--- src/hw/rtl/efr_pkg.sv ---
// Shared types and constants for the escaped frame receiver.
// Used by the front end, the word queue, the back end and the top level.
// Depends on nothing else.
package efr_pkg;

    // Configuration register indexes.
    localparam logic [2:0] CFG_EXPECTED_TYPE = 3'd0;
    localparam logic [2:0] CFG_START_CODE    = 3'd1;
    localparam logic [2:0] CFG_ESCAPE_CODE   = 3'd2;
    localparam logic [2:0] CFG_DATA_CODE     = 3'd3;
    localparam logic [2:0] CFG_ACK_CODE      = 3'd4;
    localparam logic [2:0] CFG_BREAK_CODE    = 3'd5;

    // Reset values of the configuration registers.
    localparam logic [7:0] RST_EXPECTED_TYPE = 8'h01;
    localparam logic [7:0] RST_START_CODE    = 8'h7e;
    localparam logic [7:0] RST_ESCAPE_CODE   = 8'h7d;
    localparam logic [7:0] RST_DATA_CODE     = 8'h01;
    localparam logic [7:0] RST_ACK_CODE      = 8'h02;
    localparam logic [7:0] RST_BREAK_CODE    = 8'h03;

    localparam logic [7:0] XOR_MASK = 8'h20;
    localparam logic [7:0] SUM_GOOD = 8'hff;

    // Input command codes.
    localparam logic CMD_BYTE    = 1'b0;
    localparam logic CMD_TIMEOUT = 1'b1;

    // Result kinds.
    localparam logic KIND_PAYLOAD = 1'b0;
    localparam logic KIND_STATUS  = 1'b1;

    // End of frame status codes.
    localparam logic [1:0] ST_OK      = 2'd0;
    localparam logic [1:0] ST_CSUM    = 2'd1;
    localparam logic [1:0] ST_TIMEOUT = 2'd2;
    localparam logic [1:0] ST_BREAK   = 2'd3;

    typedef struct packed {
        logic [7:0] expected_type;
        logic [7:0] start_code;
        logic [7:0] escape_code;
        logic [7:0] data_code;
        logic [7:0] ack_code;
        logic [7:0] break_code;
    } t_cfg;

    // Operations handed from the front end to the back end.
    typedef enum logic [2:0] {
        OP_TIMEOUT = 3'd0,
        OP_LEN     = 3'd1,
        OP_TYPE    = 3'd2,
        OP_DATA    = 3'd3,
        OP_CHECK   = 3'd4
    } t_op_code;

    typedef struct packed {
        t_op_code   code;
        logic [7:0] value;
        logic [7:0] index;
    } t_op;

    typedef struct packed {
        logic       kind;
        logic [7:0] data_byte;
        logic [7:0] byte_index;
        logic [1:0] status;
        logic [7:0] frame_length;
        logic [7:0] ack_value;
        logic       break_flag;
    } t_result;

endpackage

--- src/hw/rtl/efr_in_if.sv ---
// Input channel of the escaped frame receiver: one received byte or timeout per word.
// Depends on nothing else.
interface efr_in_if;
    logic       valid;
    logic       ready;
    logic       cmd;
    logic [7:0] rx_byte;

    modport source (output valid, output cmd, output rx_byte, input ready);
    modport sink   (input valid, input cmd, input rx_byte, output ready);
endinterface

--- src/hw/rtl/efr_out_if.sv ---
// Output channel of the escaped frame receiver: one payload byte or frame status per word.
// Depends on nothing else.
interface efr_out_if;
    logic       valid;
    logic       ready;
    logic       kind;
    logic [7:0] data_byte;
    logic [7:0] byte_index;
    logic [1:0] status;
    logic [7:0] frame_length;
    logic [7:0] ack_value;
    logic       break_flag;

    modport source (output valid, output kind, output data_byte, output byte_index,
                    output status, output frame_length, output ack_value,
                    output break_flag, input ready);
    modport sink   (input valid, input kind, input data_byte, input byte_index,
                    input status, input frame_length, input ack_value,
                    input break_flag, output ready);
endinterface

--- src/hw/rtl/efr_front.sv ---
// Front end: hunts for the start byte, undoes escapes and tracks the frame layout.
// Each accepted word becomes at most one operation for the back end.
// Depends on efr_pkg and efr_in_if.
module efr_front (
    input  logic          i_clk,
    input  logic          i_rst_n,
    input  efr_pkg::t_cfg i_cfg,
    efr_in_if.sink        i_in,
    input  logic          i_q_full,
    output logic          o_push,
    output efr_pkg::t_op  o_op
);

    typedef enum logic [4:0] {
        PH_HUNT  = 5'b00001,
        PH_LEN   = 5'b00010,
        PH_TYPE  = 5'b00100,
        PH_DATA  = 5'b01000,
        PH_CHECK = 5'b10000
    } t_phase;

    t_phase     r_phase, n_phase;
    logic       r_esc, n_esc;
    logic [7:0] r_len, n_len;
    logic [7:0] r_pos, n_pos;
    logic       accept;
    logic [7:0] val;
    logic [7:0] pos_inc;

    assign i_in.ready = !i_q_full;
    assign accept     = i_in.valid && !i_q_full;
    assign val        = r_esc ? (i_in.rx_byte ^ efr_pkg::XOR_MASK) : i_in.rx_byte;
    assign pos_inc    = r_pos + 8'd1;

    always_comb begin
        n_phase = r_phase;
        n_esc   = r_esc;
        n_len   = r_len;
        n_pos   = r_pos;
        o_push  = 1'b0;
        o_op    = '{code: efr_pkg::OP_TIMEOUT, value: val, index: r_pos};
        if (accept) begin
            if (i_in.cmd == efr_pkg::CMD_TIMEOUT) begin
                n_phase = PH_HUNT;
                n_esc   = 1'b0;
                o_push  = 1'b1;
            end else if (r_phase == PH_HUNT) begin
                // Bytes are compared raw while hunting.
                if (i_in.rx_byte == i_cfg.start_code) begin
                    n_phase = PH_LEN;
                    n_esc   = 1'b0;
                    n_pos   = 8'd0;
                end
            end else if (!r_esc && i_in.rx_byte == i_cfg.escape_code) begin
                n_esc = 1'b1;
            end else begin
                n_esc  = 1'b0;
                o_push = 1'b1;
                case (r_phase)
                    PH_LEN: begin
                        o_op.code = efr_pkg::OP_LEN;
                        n_len     = val;
                        n_phase   = PH_TYPE;
                    end
                    PH_TYPE: begin
                        o_op.code = efr_pkg::OP_TYPE;
                        n_pos     = 8'd0;
                        n_phase   = (r_len == 8'd0) ? PH_CHECK : PH_DATA;
                    end
                    PH_DATA: begin
                        o_op.code = efr_pkg::OP_DATA;
                        n_pos     = pos_inc;
                        if (pos_inc == r_len) begin
                            n_phase = PH_CHECK;
                        end
                    end
                    PH_CHECK: begin
                        o_op.code = efr_pkg::OP_CHECK;
                        n_phase   = PH_HUNT;
                    end
                    default: begin
                        o_push  = 1'b0;
                        n_phase = PH_HUNT;
                    end
                endcase
            end
        end
    end

    always_ff @(posedge i_clk) begin
        if (!i_rst_n) begin
            r_phase <= PH_HUNT;
            r_esc   <= 1'b0;
            r_len   <= 8'd0;
            r_pos   <= 8'd0;
        end else begin
            r_phase <= n_phase;
            r_esc   <= n_esc;
            r_len   <= n_len;
            r_pos   <= n_pos;
        end
    end

endmodule

--- src/hw/rtl/efr_queue.sv ---
// Two-entry operation queue between the front end and the back end.
// Depends on efr_pkg.
module efr_queue (
    input  logic         i_clk,
    input  logic         i_rst_n,
    input  logic         i_push,
    input  efr_pkg::t_op i_op,
    input  logic         i_pop,
    output logic         o_full,
    output logic         o_valid,
    output efr_pkg::t_op o_op
);

    efr_pkg::t_op r_mem [2];
    logic [0:0]   r_wr_ptr;
    logic [0:0]   r_rd_ptr;
    logic [1:0]   r_count, n_count;
    logic         do_pop;

    assign o_full  = (r_count == 2'd2);
    assign o_valid = (r_count != 2'd0);
    assign o_op    = r_mem[r_rd_ptr];
    assign do_pop  = i_pop && o_valid;
    assign n_count = r_count + {1'b0, i_push} - {1'b0, do_pop};

    always_ff @(posedge i_clk) begin
        if (i_push) begin
            r_mem[r_wr_ptr] <= i_op;
        end
    end

    always_ff @(posedge i_clk) begin
        if (!i_rst_n) begin
            r_wr_ptr <= 1'b0;
            r_rd_ptr <= 1'b0;
            r_count  <= 2'd0;
        end else begin
            if (i_push) begin
                r_wr_ptr <= r_wr_ptr + 1'b1;
            end
            if (do_pop) begin
                r_rd_ptr <= r_rd_ptr + 1'b1;
            end
            r_count <= n_count;
        end
    end

endmodule

--- src/hw/rtl/efr_back.sv ---
// Back end: keeps the frame sums, the ack value and the break state, and forms results.
// Results wait in an output register so the queue keeps draining while it is free.
// Depends on efr_pkg and efr_out_if.
module efr_back (
    input  logic          i_clk,
    input  logic          i_rst_n,
    input  efr_pkg::t_cfg i_cfg,
    input  logic          i_q_valid,
    input  efr_pkg::t_op  i_op,
    output logic          o_pop,
    efr_out_if.source     o_out
);

    logic [7:0]       r_len, n_len;
    logic [7:0]       r_type, n_type;
    logic [7:0]       r_sum, n_sum;
    logic [7:0]       r_ack, n_ack;
    logic             r_brk, n_brk;
    logic             r_out_valid;
    efr_pkg::t_result r_out;
    logic             res_valid;
    logic             res_kind;
    logic [7:0]       res_data;
    logic [7:0]       res_index;
    logic [1:0]       res_status;
    logic [7:0]       sum_add;
    logic             type_ok;

    assign o_pop   = i_q_valid && (!r_out_valid || o_out.ready);
    assign sum_add = r_sum + i_op.value;
    assign type_ok = (r_type == i_cfg.expected_type);

    always_comb begin
        n_len      = r_len;
        n_type     = r_type;
        n_sum      = r_sum;
        n_ack      = r_ack;
        n_brk      = r_brk;
        res_valid  = 1'b0;
        res_kind   = efr_pkg::KIND_STATUS;
        res_data   = 8'd0;
        res_index  = 8'd0;
        res_status = efr_pkg::ST_OK;
        if (o_pop) begin
            case (i_op.code)
                efr_pkg::OP_TIMEOUT: begin
                    res_valid  = 1'b1;
                    res_status = efr_pkg::ST_TIMEOUT;
                end
                efr_pkg::OP_LEN: begin
                    n_len = i_op.value;
                end
                efr_pkg::OP_TYPE: begin
                    n_type = i_op.value;
                    n_sum  = i_op.value;
                end
                efr_pkg::OP_DATA: begin
                    n_sum = sum_add;
                    if (r_type != i_cfg.data_code) begin
                        n_ack = i_op.value;
                    end
                    if (type_ok && r_type == i_cfg.data_code) begin
                        res_valid = 1'b1;
                        res_kind  = efr_pkg::KIND_PAYLOAD;
                        res_data  = i_op.value;
                        res_index = i_op.index;
                    end
                end
                efr_pkg::OP_CHECK: begin
                    n_sum = sum_add;
                    if (type_ok) begin
                        res_valid = 1'b1;
                        // A break request skips the checksum test.
                        if (r_type == i_cfg.ack_code && r_ack == i_cfg.break_code) begin
                            n_brk      = 1'b1;
                            res_status = efr_pkg::ST_BREAK;
                        end else begin
                            if (r_type == i_cfg.data_code) begin
                                n_brk = 1'b0;
                            end
                            res_status = (sum_add == efr_pkg::SUM_GOOD) ?
                                         efr_pkg::ST_OK : efr_pkg::ST_CSUM;
                        end
                    end
                end
                default: begin
                    res_valid = 1'b0;
                end
            endcase
        end
    end

    always_ff @(posedge i_clk) begin
        if (!i_rst_n) begin
            r_len       <= 8'd0;
            r_type      <= 8'd0;
            r_sum       <= 8'd0;
            r_ack       <= 8'd0;
            r_brk       <= 1'b0;
            r_out_valid <= 1'b0;
        end else begin
            r_len  <= n_len;
            r_type <= n_type;
            r_sum  <= n_sum;
            r_ack  <= n_ack;
            r_brk  <= n_brk;
            if (res_valid) begin
                r_out_valid <= 1'b1;
            end else if (o_out.ready) begin
                r_out_valid <= 1'b0;
            end
        end
    end

    always_ff @(posedge i_clk) begin
        if (res_valid) begin
            r_out <= '{kind: res_kind, data_byte: res_data, byte_index: res_index,
                       status: res_status, frame_length: n_len, ack_value: n_ack,
                       break_flag: n_brk};
        end
    end

    assign o_out.valid        = r_out_valid;
    assign o_out.kind         = r_out.kind;
    assign o_out.data_byte    = r_out.data_byte;
    assign o_out.byte_index   = r_out.byte_index;
    assign o_out.status       = r_out.status;
    assign o_out.frame_length = r_out.frame_length;
    assign o_out.ack_value    = r_out.ack_value;
    assign o_out.break_flag   = r_out.break_flag;

    // A timeout taken from the queue must show up as a timeout status word.
    a_timeout_result: assert property (@(posedge i_clk) disable iff (!i_rst_n)
        (o_pop && i_op.code == efr_pkg::OP_TIMEOUT) |=>
        (r_out_valid && r_out.kind == efr_pkg::KIND_STATUS
         && r_out.status == efr_pkg::ST_TIMEOUT))
        else $error("timeout did not give a timeout status");

    // A break status always reports the break as set.
    a_break_flag: assert property (@(posedge i_clk) disable iff (!i_rst_n)
        (r_out_valid && r_out.kind == efr_pkg::KIND_STATUS
         && r_out.status == efr_pkg::ST_BREAK) |-> r_out.break_flag)
        else $error("break status without break flag");

    // A held result that is not taken must not be overwritten by a new pop.
    a_no_overrun: assert property (@(posedge i_clk) disable iff (!i_rst_n)
        (r_out_valid && !o_out.ready) |-> !o_pop)
        else $error("queue popped while result stalled");

endmodule

--- src/hw/rtl/escaped_frame_receiver_unit.sv ---
// Escaped frame receiver: deframes byte-stuffed frames from a serial byte stream.
// Throughput: one input word per clock cycle whatever the frame content; only a stalled
// output holds the input off, once the output register and the two-entry queue are full.
// Path of a result: the front end writes the operation for its word into the two-entry queue,
// then the back end takes it from there and writes the result into the output register.
// Reset is synchronous and active low: configuration returns to its defaults and
// all frame, ack and break state clears; the queue and output register empty.
module escaped_frame_receiver_unit (
    input  logic       i_clk,
    input  logic       i_rst_n,
    input  logic       i_cfg_we,
    input  logic [2:0] i_cfg_idx,
    input  logic [7:0] i_cfg_data,
    efr_in_if.sink     i_in,
    efr_out_if.source  o_out
);

    efr_pkg::t_cfg r_cfg;
    logic          q_full;
    logic          q_valid;
    logic          push;
    logic          pop;
    efr_pkg::t_op  push_op;
    efr_pkg::t_op  head_op;

    always_ff @(posedge i_clk) begin
        if (!i_rst_n) begin
            r_cfg.expected_type <= efr_pkg::RST_EXPECTED_TYPE;
            r_cfg.start_code    <= efr_pkg::RST_START_CODE;
            r_cfg.escape_code   <= efr_pkg::RST_ESCAPE_CODE;
            r_cfg.data_code     <= efr_pkg::RST_DATA_CODE;
            r_cfg.ack_code      <= efr_pkg::RST_ACK_CODE;
            r_cfg.break_code    <= efr_pkg::RST_BREAK_CODE;
        end else if (i_cfg_we) begin
            // Indexes beyond the last register fall through and are ignored.
            case (i_cfg_idx)
                efr_pkg::CFG_EXPECTED_TYPE: r_cfg.expected_type <= i_cfg_data;
                efr_pkg::CFG_START_CODE:    r_cfg.start_code    <= i_cfg_data;
                efr_pkg::CFG_ESCAPE_CODE:   r_cfg.escape_code   <= i_cfg_data;
                efr_pkg::CFG_DATA_CODE:     r_cfg.data_code     <= i_cfg_data;
                efr_pkg::CFG_ACK_CODE:      r_cfg.ack_code      <= i_cfg_data;
                efr_pkg::CFG_BREAK_CODE:    r_cfg.break_code    <= i_cfg_data;
                default: begin
                end
            endcase
        end
    end

    efr_front u_front (
        .i_clk    (i_clk),
        .i_rst_n  (i_rst_n),
        .i_cfg    (r_cfg),
        .i_in     (i_in),
        .i_q_full (q_full),
        .o_push   (push),
        .o_op     (push_op)
    );

    efr_queue u_queue (
        .i_clk   (i_clk),
        .i_rst_n (i_rst_n),
        .i_push  (push),
        .i_op    (push_op),
        .i_pop   (pop),
        .o_full  (q_full),
        .o_valid (q_valid),
        .o_op    (head_op)
    );

    efr_back u_back (
        .i_clk     (i_clk),
        .i_rst_n   (i_rst_n),
        .i_cfg     (r_cfg),
        .i_q_valid (q_valid),
        .i_op      (head_op),
        .o_pop     (pop),
        .o_out     (o_out)
    );

endmodule

--- src/flat_wrapper.sv ---
// flat-port wrapper written by rule: the top's interface ports become plain ports
module escaped_frame_receiver_unit_flat 
  (i_clk, i_rst_n, i_cfg_we, i_cfg_idx, i_cfg_data, i_in_valid, i_in_cmd, i_in_rx_byte, i_in_ready, o_out_valid, o_out_kind, o_out_data_byte, o_out_byte_index, o_out_status, o_out_frame_length, o_out_ack_value, o_out_break_flag, o_out_ready);
  efr_in_if i_in_i ();
  efr_out_if o_out_i ();
  input  logic i_clk;
  input  logic i_rst_n;
  input  logic i_cfg_we;
  input  logic [2:0] i_cfg_idx;
  input  logic [7:0] i_cfg_data;
  input wire logic [$bits(i_in_i.valid)-1:0] i_in_valid;
  input wire logic [$bits(i_in_i.cmd)-1:0] i_in_cmd;
  input wire logic [$bits(i_in_i.rx_byte)-1:0] i_in_rx_byte;
  output wire logic [$bits(i_in_i.ready)-1:0] i_in_ready;
  output wire logic [$bits(o_out_i.valid)-1:0] o_out_valid;
  output wire logic [$bits(o_out_i.kind)-1:0] o_out_kind;
  output wire logic [$bits(o_out_i.data_byte)-1:0] o_out_data_byte;
  output wire logic [$bits(o_out_i.byte_index)-1:0] o_out_byte_index;
  output wire logic [$bits(o_out_i.status)-1:0] o_out_status;
  output wire logic [$bits(o_out_i.frame_length)-1:0] o_out_frame_length;
  output wire logic [$bits(o_out_i.ack_value)-1:0] o_out_ack_value;
  output wire logic [$bits(o_out_i.break_flag)-1:0] o_out_break_flag;
  input wire logic [$bits(o_out_i.ready)-1:0] o_out_ready;
  assign i_in_i.valid = i_in_valid;
  assign i_in_i.cmd = i_in_cmd;
  assign i_in_i.rx_byte = i_in_rx_byte;
  assign i_in_ready = i_in_i.ready;
  assign o_out_valid = o_out_i.valid;
  assign o_out_kind = o_out_i.kind;
  assign o_out_data_byte = o_out_i.data_byte;
  assign o_out_byte_index = o_out_i.byte_index;
  assign o_out_status = o_out_i.status;
  assign o_out_frame_length = o_out_i.frame_length;
  assign o_out_ack_value = o_out_i.ack_value;
  assign o_out_break_flag = o_out_i.break_flag;
  assign o_out_i.ready = o_out_ready;
  escaped_frame_receiver_unit u_core (.i_clk(i_clk), .i_rst_n(i_rst_n), .i_cfg_we(i_cfg_we), .i_cfg_idx(i_cfg_idx), .i_cfg_data(i_cfg_data), .i_in(i_in_i), .o_out(o_out_i));
endmodule
--- config.mk ---
export PLATFORM = sky130hd
export DESIGN_NAME = escaped_frame_receiver_unit_flat
export DESIGN_NICKNAME = d
export VERILOG_FILES = /design/src/hw/rtl/efr_pkg.sv /design/src/hw/rtl/efr_in_if.sv /design/src/hw/rtl/efr_out_if.sv /design/src/hw/rtl/efr_front.sv /design/src/hw/rtl/efr_queue.sv /design/src/hw/rtl/efr_back.sv /design/src/hw/rtl/escaped_frame_receiver_unit.sv /design/src/flat_wrapper.sv
export SDC_FILE = /design/constraint.sdc
export NUM_CORES = 1
export LEC_CHECK = 0
export BUFFER_PORTS_ARGS = -buffer_cell sky130_fd_sc_hd__buf_2
export CORE_MARGIN = 1
export CORE_UTILIZATION = 35
export CTS_CLUSTER_SIZE = 14
export DETAILED_ROUTE_END_ITERATION = 10
export MAX_ROUTING_LAYER = met4
export SYNTH_ARGS = -nofsm -noshare
export SYNTH_HDL_FRONTEND = slang
export SYNTH_HIERARCHICAL = 1
export SYNTH_SLANG_ARGS = --single-unit
--- constraint.sdc ---
create_clock -name i_clk -period 3.2 [get_ports i_clk]
set_clock_uncertainty 0.2 [all_clocks]
set_input_delay 0.32 -clock i_clk [delete_from_list [all_inputs] [get_ports i_clk]]
set_output_delay 0.32 -clock i_clk [all_outputs]
set_load 0.02 [all_outputs]
==> flow_summary.yaml <==
synth:
  synth_cell_types: 67
  syn-cell-area_um2: 8510
  synth_edf_count: 74
  netlist.area_leader.share_pct: 26.1
  netlist_top_cells_area: "edfxtp_1 (26%), dfxtp_1 (26%), mux2i_1 (8.3%)"
  synth_flop_cell: "dfxtp_1"
  syn_inst: 764
  ys_warn_count: 6
  yosysTopAreaCell: "edfxtp_1"
  synth.ff_latch_count: 183
  async_reset_ff_share_pct: 0
  ys_seq_area_share_pct: 51.7
  syn_area_per_cell_um2: 11.1
  syn-num-nets: 800
sta:
  rsz0062_at_grt: "no"
  layout_min_cycle_time_ns: 3.05
  max_freq_mhz: 328
  worstMarginPinSlew_ns: 0.929
  relSlewSlack_pct: 37.5
  setup-violations-final: 0
  timing.final.crit_share_pct: 95.3
  drv_slew: 0
  tns_ns: 0
  hold_viol_final: 0
die:
  core-area_um2: 23700
  start_util_pct: 35.9
  io_pins: 63
  die_h_um: 158
  die-area_um2: 25000
  rows: 56
  die_w_um: 158
status:
  status: "complete, no violations"
power_and_ir_drop:
  p_seq_share_pct: 45.3
  power_density_nw_per_um2: 604
  clockPowerShare_pct: 35.3
  power.internal_uw: 4260
  p_switching_uw: 1640
  p_comb_share_pct: 19.4
  ir_drop_uv: 378
  p_leak_uw: 0.00417
  swShare_pct: 27.8
  total_power_uw: 5910
drt:
  wl_met3_um: 746
  antenna_left: 0
  num_vias: 5653
  first_pass_iters: 5
  drc_errors: 0
  via_per_inst: 4.86
  wl_mm: 18.7
  met2_length_mm: 8.35
  avgRoutedWirePerCell_um: 16.1
  wl_met1_mm: 9.45
  routed.top_layer: "met4"
  drt_first_iter_violations: 318
flow_run:
  cap_viol_max_count: 0
clock_network:
  root_buffer: "clkbuf_16"
  cts_sinks: 183
  clk_pin_slew_ns: 0.07
  post-cts-setup-buffer-count: 0
  clock_latency_ns: 0.42
  cts_made_buffers: 17
  clockBufferDepth: 2
  cts_tree: "built"
  cts_htree_levels: 4
critical_path:
  slowest_delay_ns: 0.44
  worstSetupEndpointType: "register"
  arrival_ns: 3.00
  critical_path_buf_inv_count: 0
  crit_type: "reg2reg"
  path_cells: "mux2_2 -> ha_1 -> fa_1 -> a21o_1 -> a21oi_1 -> xnor2_1 -> nand3_1 -> nor4_1 -> a31oi_1"
  slowest_stage: "dfxtp_1"
  critPathMaxFanout: 5
  startpoint_type: "register"
  worstPathRequired_ns: 3.15
  path_delay_family: "adder cells"
finish:
  diodes: 0
  final_layout_size_suffix_gt1_share_pct: 17.5
  final_nets: 868
  fill_cells: 2360
  area_delta_synth_final_pct: 14.8
global_route:
  first_global_vias: 5429
  antenna_found_initial: 0
  grt_pass1_wl_mm: 29.7
  grt-ovfl-total: 0
  grt_max_degree: 98
  grt.total_usage_pct: 16.3
worst_hold_path:
  hold_class: "in2reg"
  worstHoldStart: "i_cfg_data[4]"
place:
  gp_congestion: 0.855
  portBuffers: 62
  dp_hpwl_mm: 13.3
logic make-up after synthesis:
kind of cell	count (synthesis)	synth area share, %
multiplexers	106	13.4
flip-flops	183	51.7
XOR/XNOR	64	6.75
AND/OR/NAND/NOR	264	16.4
buffers and inverters	51	3.31
adder cells (fa/ha/maj)	11	1.70
AO/OA/AOI/OAI	85	6.72
worst reg2reg max path, stage by stage, from the launching register on:
cell     delay [ns]
dfxtp_1        0.44
mux2_2         0.38
ha_1           0.23
fa_1           0.43
a21o_1         0.21
a21oi_1        0.17
xnor2_1        0.16
nand3_1        0.10
nor4_1         0.29
a31oi_1        0.16
registers in the layout, summed over array words and instances, names as in the netlist, 2 cells and up, named ones only:
signal	flops
u_core/u_back/r_sum	8
u_core/u_back/o_out.byte_index	8
u_core/u_front/r_len	8
u_core/u_back/r_type	8
u_core/u_front/r_pos	8
u_core/u_back/o_out.frame_length	8
u_core/u_queue/r_mem	38
u_core/u_back/o_out.data_byte	8
u_core/u_back/r_len	8
u_core/u_queue/r_count	2
u_core/u_back/o_out.status	2
u_core/r_cfg	48
u_core/u_back/o_out.ack_value	8
u_core/u_back/r_ack	8
u_core/u_front/r_phase	5
Yosys cell counts (9+ instances only):
cell	count
a21oi_1	22
a31oi_1	17
and2_1	35
buf_2	9
clkbuf_1	13
dfxtp_1	109
edfxtp_1	74
ha_1	10
inv_1	15
mux2_2	19
mux2_4	10
mux2i_1	71
nand2_1	79
nand3_1	12
nor2_1	42
nor2b_1	32
nor3_1	10
nor4_1	12
o21ai_0	14
xnor2_1	18
xor2_1	45
power groups by stage:
stage	Clock, uW	Combinational [uW]	Sequential (uW)
after global placement	0	1140	2730
after CTS	2130	1160	2680
after floorplan	0	801	2750
after global routing	2230	1260	2690
after detailed placement	0	1140	2730
final	2080	1150	2680
through the flow:
stage | area (um^2) | instances | worst slack, ns | hold slack (ns) | utilization [%]
CTS | 9770 | 1164 | 0.145 | 0.00229 | 41.3
detailed placement | 9110 | 1124 | 0.169 | 0.266 | 38.5
global placement | 9110 | 1124 | 0.174 | 0.259 | 38.5
global route | 9780 | 1164 | 0.00678 | 0.0000185 | 41.3
floorplan | 8510 | 764 | 0.251 | 0.238 | -
finish | 9780 | 1164 | 0.151 | 0.0136 | 41.3
cells in the final DEF, fill, tap and decap left out, types with 3 or more instances in the layout:
cell type        n
nor4_1          12
xor2_1          45
xnor2_1         18
and3_1           4
mux2_1           6
nor2b_1         31
a21o_1           5
mux2i_1         71
or4_1            3
nor3_1          10
edfxtp_1        74
nand2b_1         6
o21a_1           4
inv_1           15
and2_1          34
or3_1            7
ha_1            10
buf_4           15
clkbuf_16       18
a31oi_1         17
nand3_1         12
o21ai_0         14
dlygate4sd3_1    8
dfxtp_1        109
buf_2           62
a21oi_1         22
a311oi_1         3
nand4b_1         3
nor2_1          42
mux2_2          19
nand2_1         79
mux2_4          10
clkinv_2         5
nand4_1          3
repair_timing:
| action | CTS | global route |
|---|---|---|
| resized for setup | 0 | 2 |
| setup endpoints to repair | 0 | 27 |
| endpoints found under the hold margin | 15 | 0 |
| hold buffers | 8 | 0 |
worst paths after layout:
kind / to / slack (ns) / cells after the start
min reg2reg: u_core/r_cfg[20] / 0.27 / 2
min: u_core/r_cfg[36] / 0.01 / 3
max: u_core/u_back/o_out.status[0] / 0.15 / 9
max reg2reg: u_core/u_back/o_out.status[0] / 0.15 / 9
layout make-up:
type / instances / area [um^2] / share of cell area (%)
clock buffers: 19 / 454 / 4.65
clock inverters: 13 / 128 / 1.31
inverters: 15 / 56.3 / 0.576
multi-input cells: 530 / 3830 / 39.2
flip-flops and latches: 183 / 4400 / 45.1
well taps: 319 / 399 / 4.08
repair buffers: 85 / 503 / 5.15
routing by layer:
| metal | global-route usage, % | vias up |
|---|---|---|
| li1 | - | 2833 |
| met1 | 22.8 | 2688 |
| met2 | 23.9 | 115 |
| met3 | 3.15 | 17 |
| met4 | 4.35 | 0 |
| met5 | - | - |
Power figures use the tool's default switching activity.
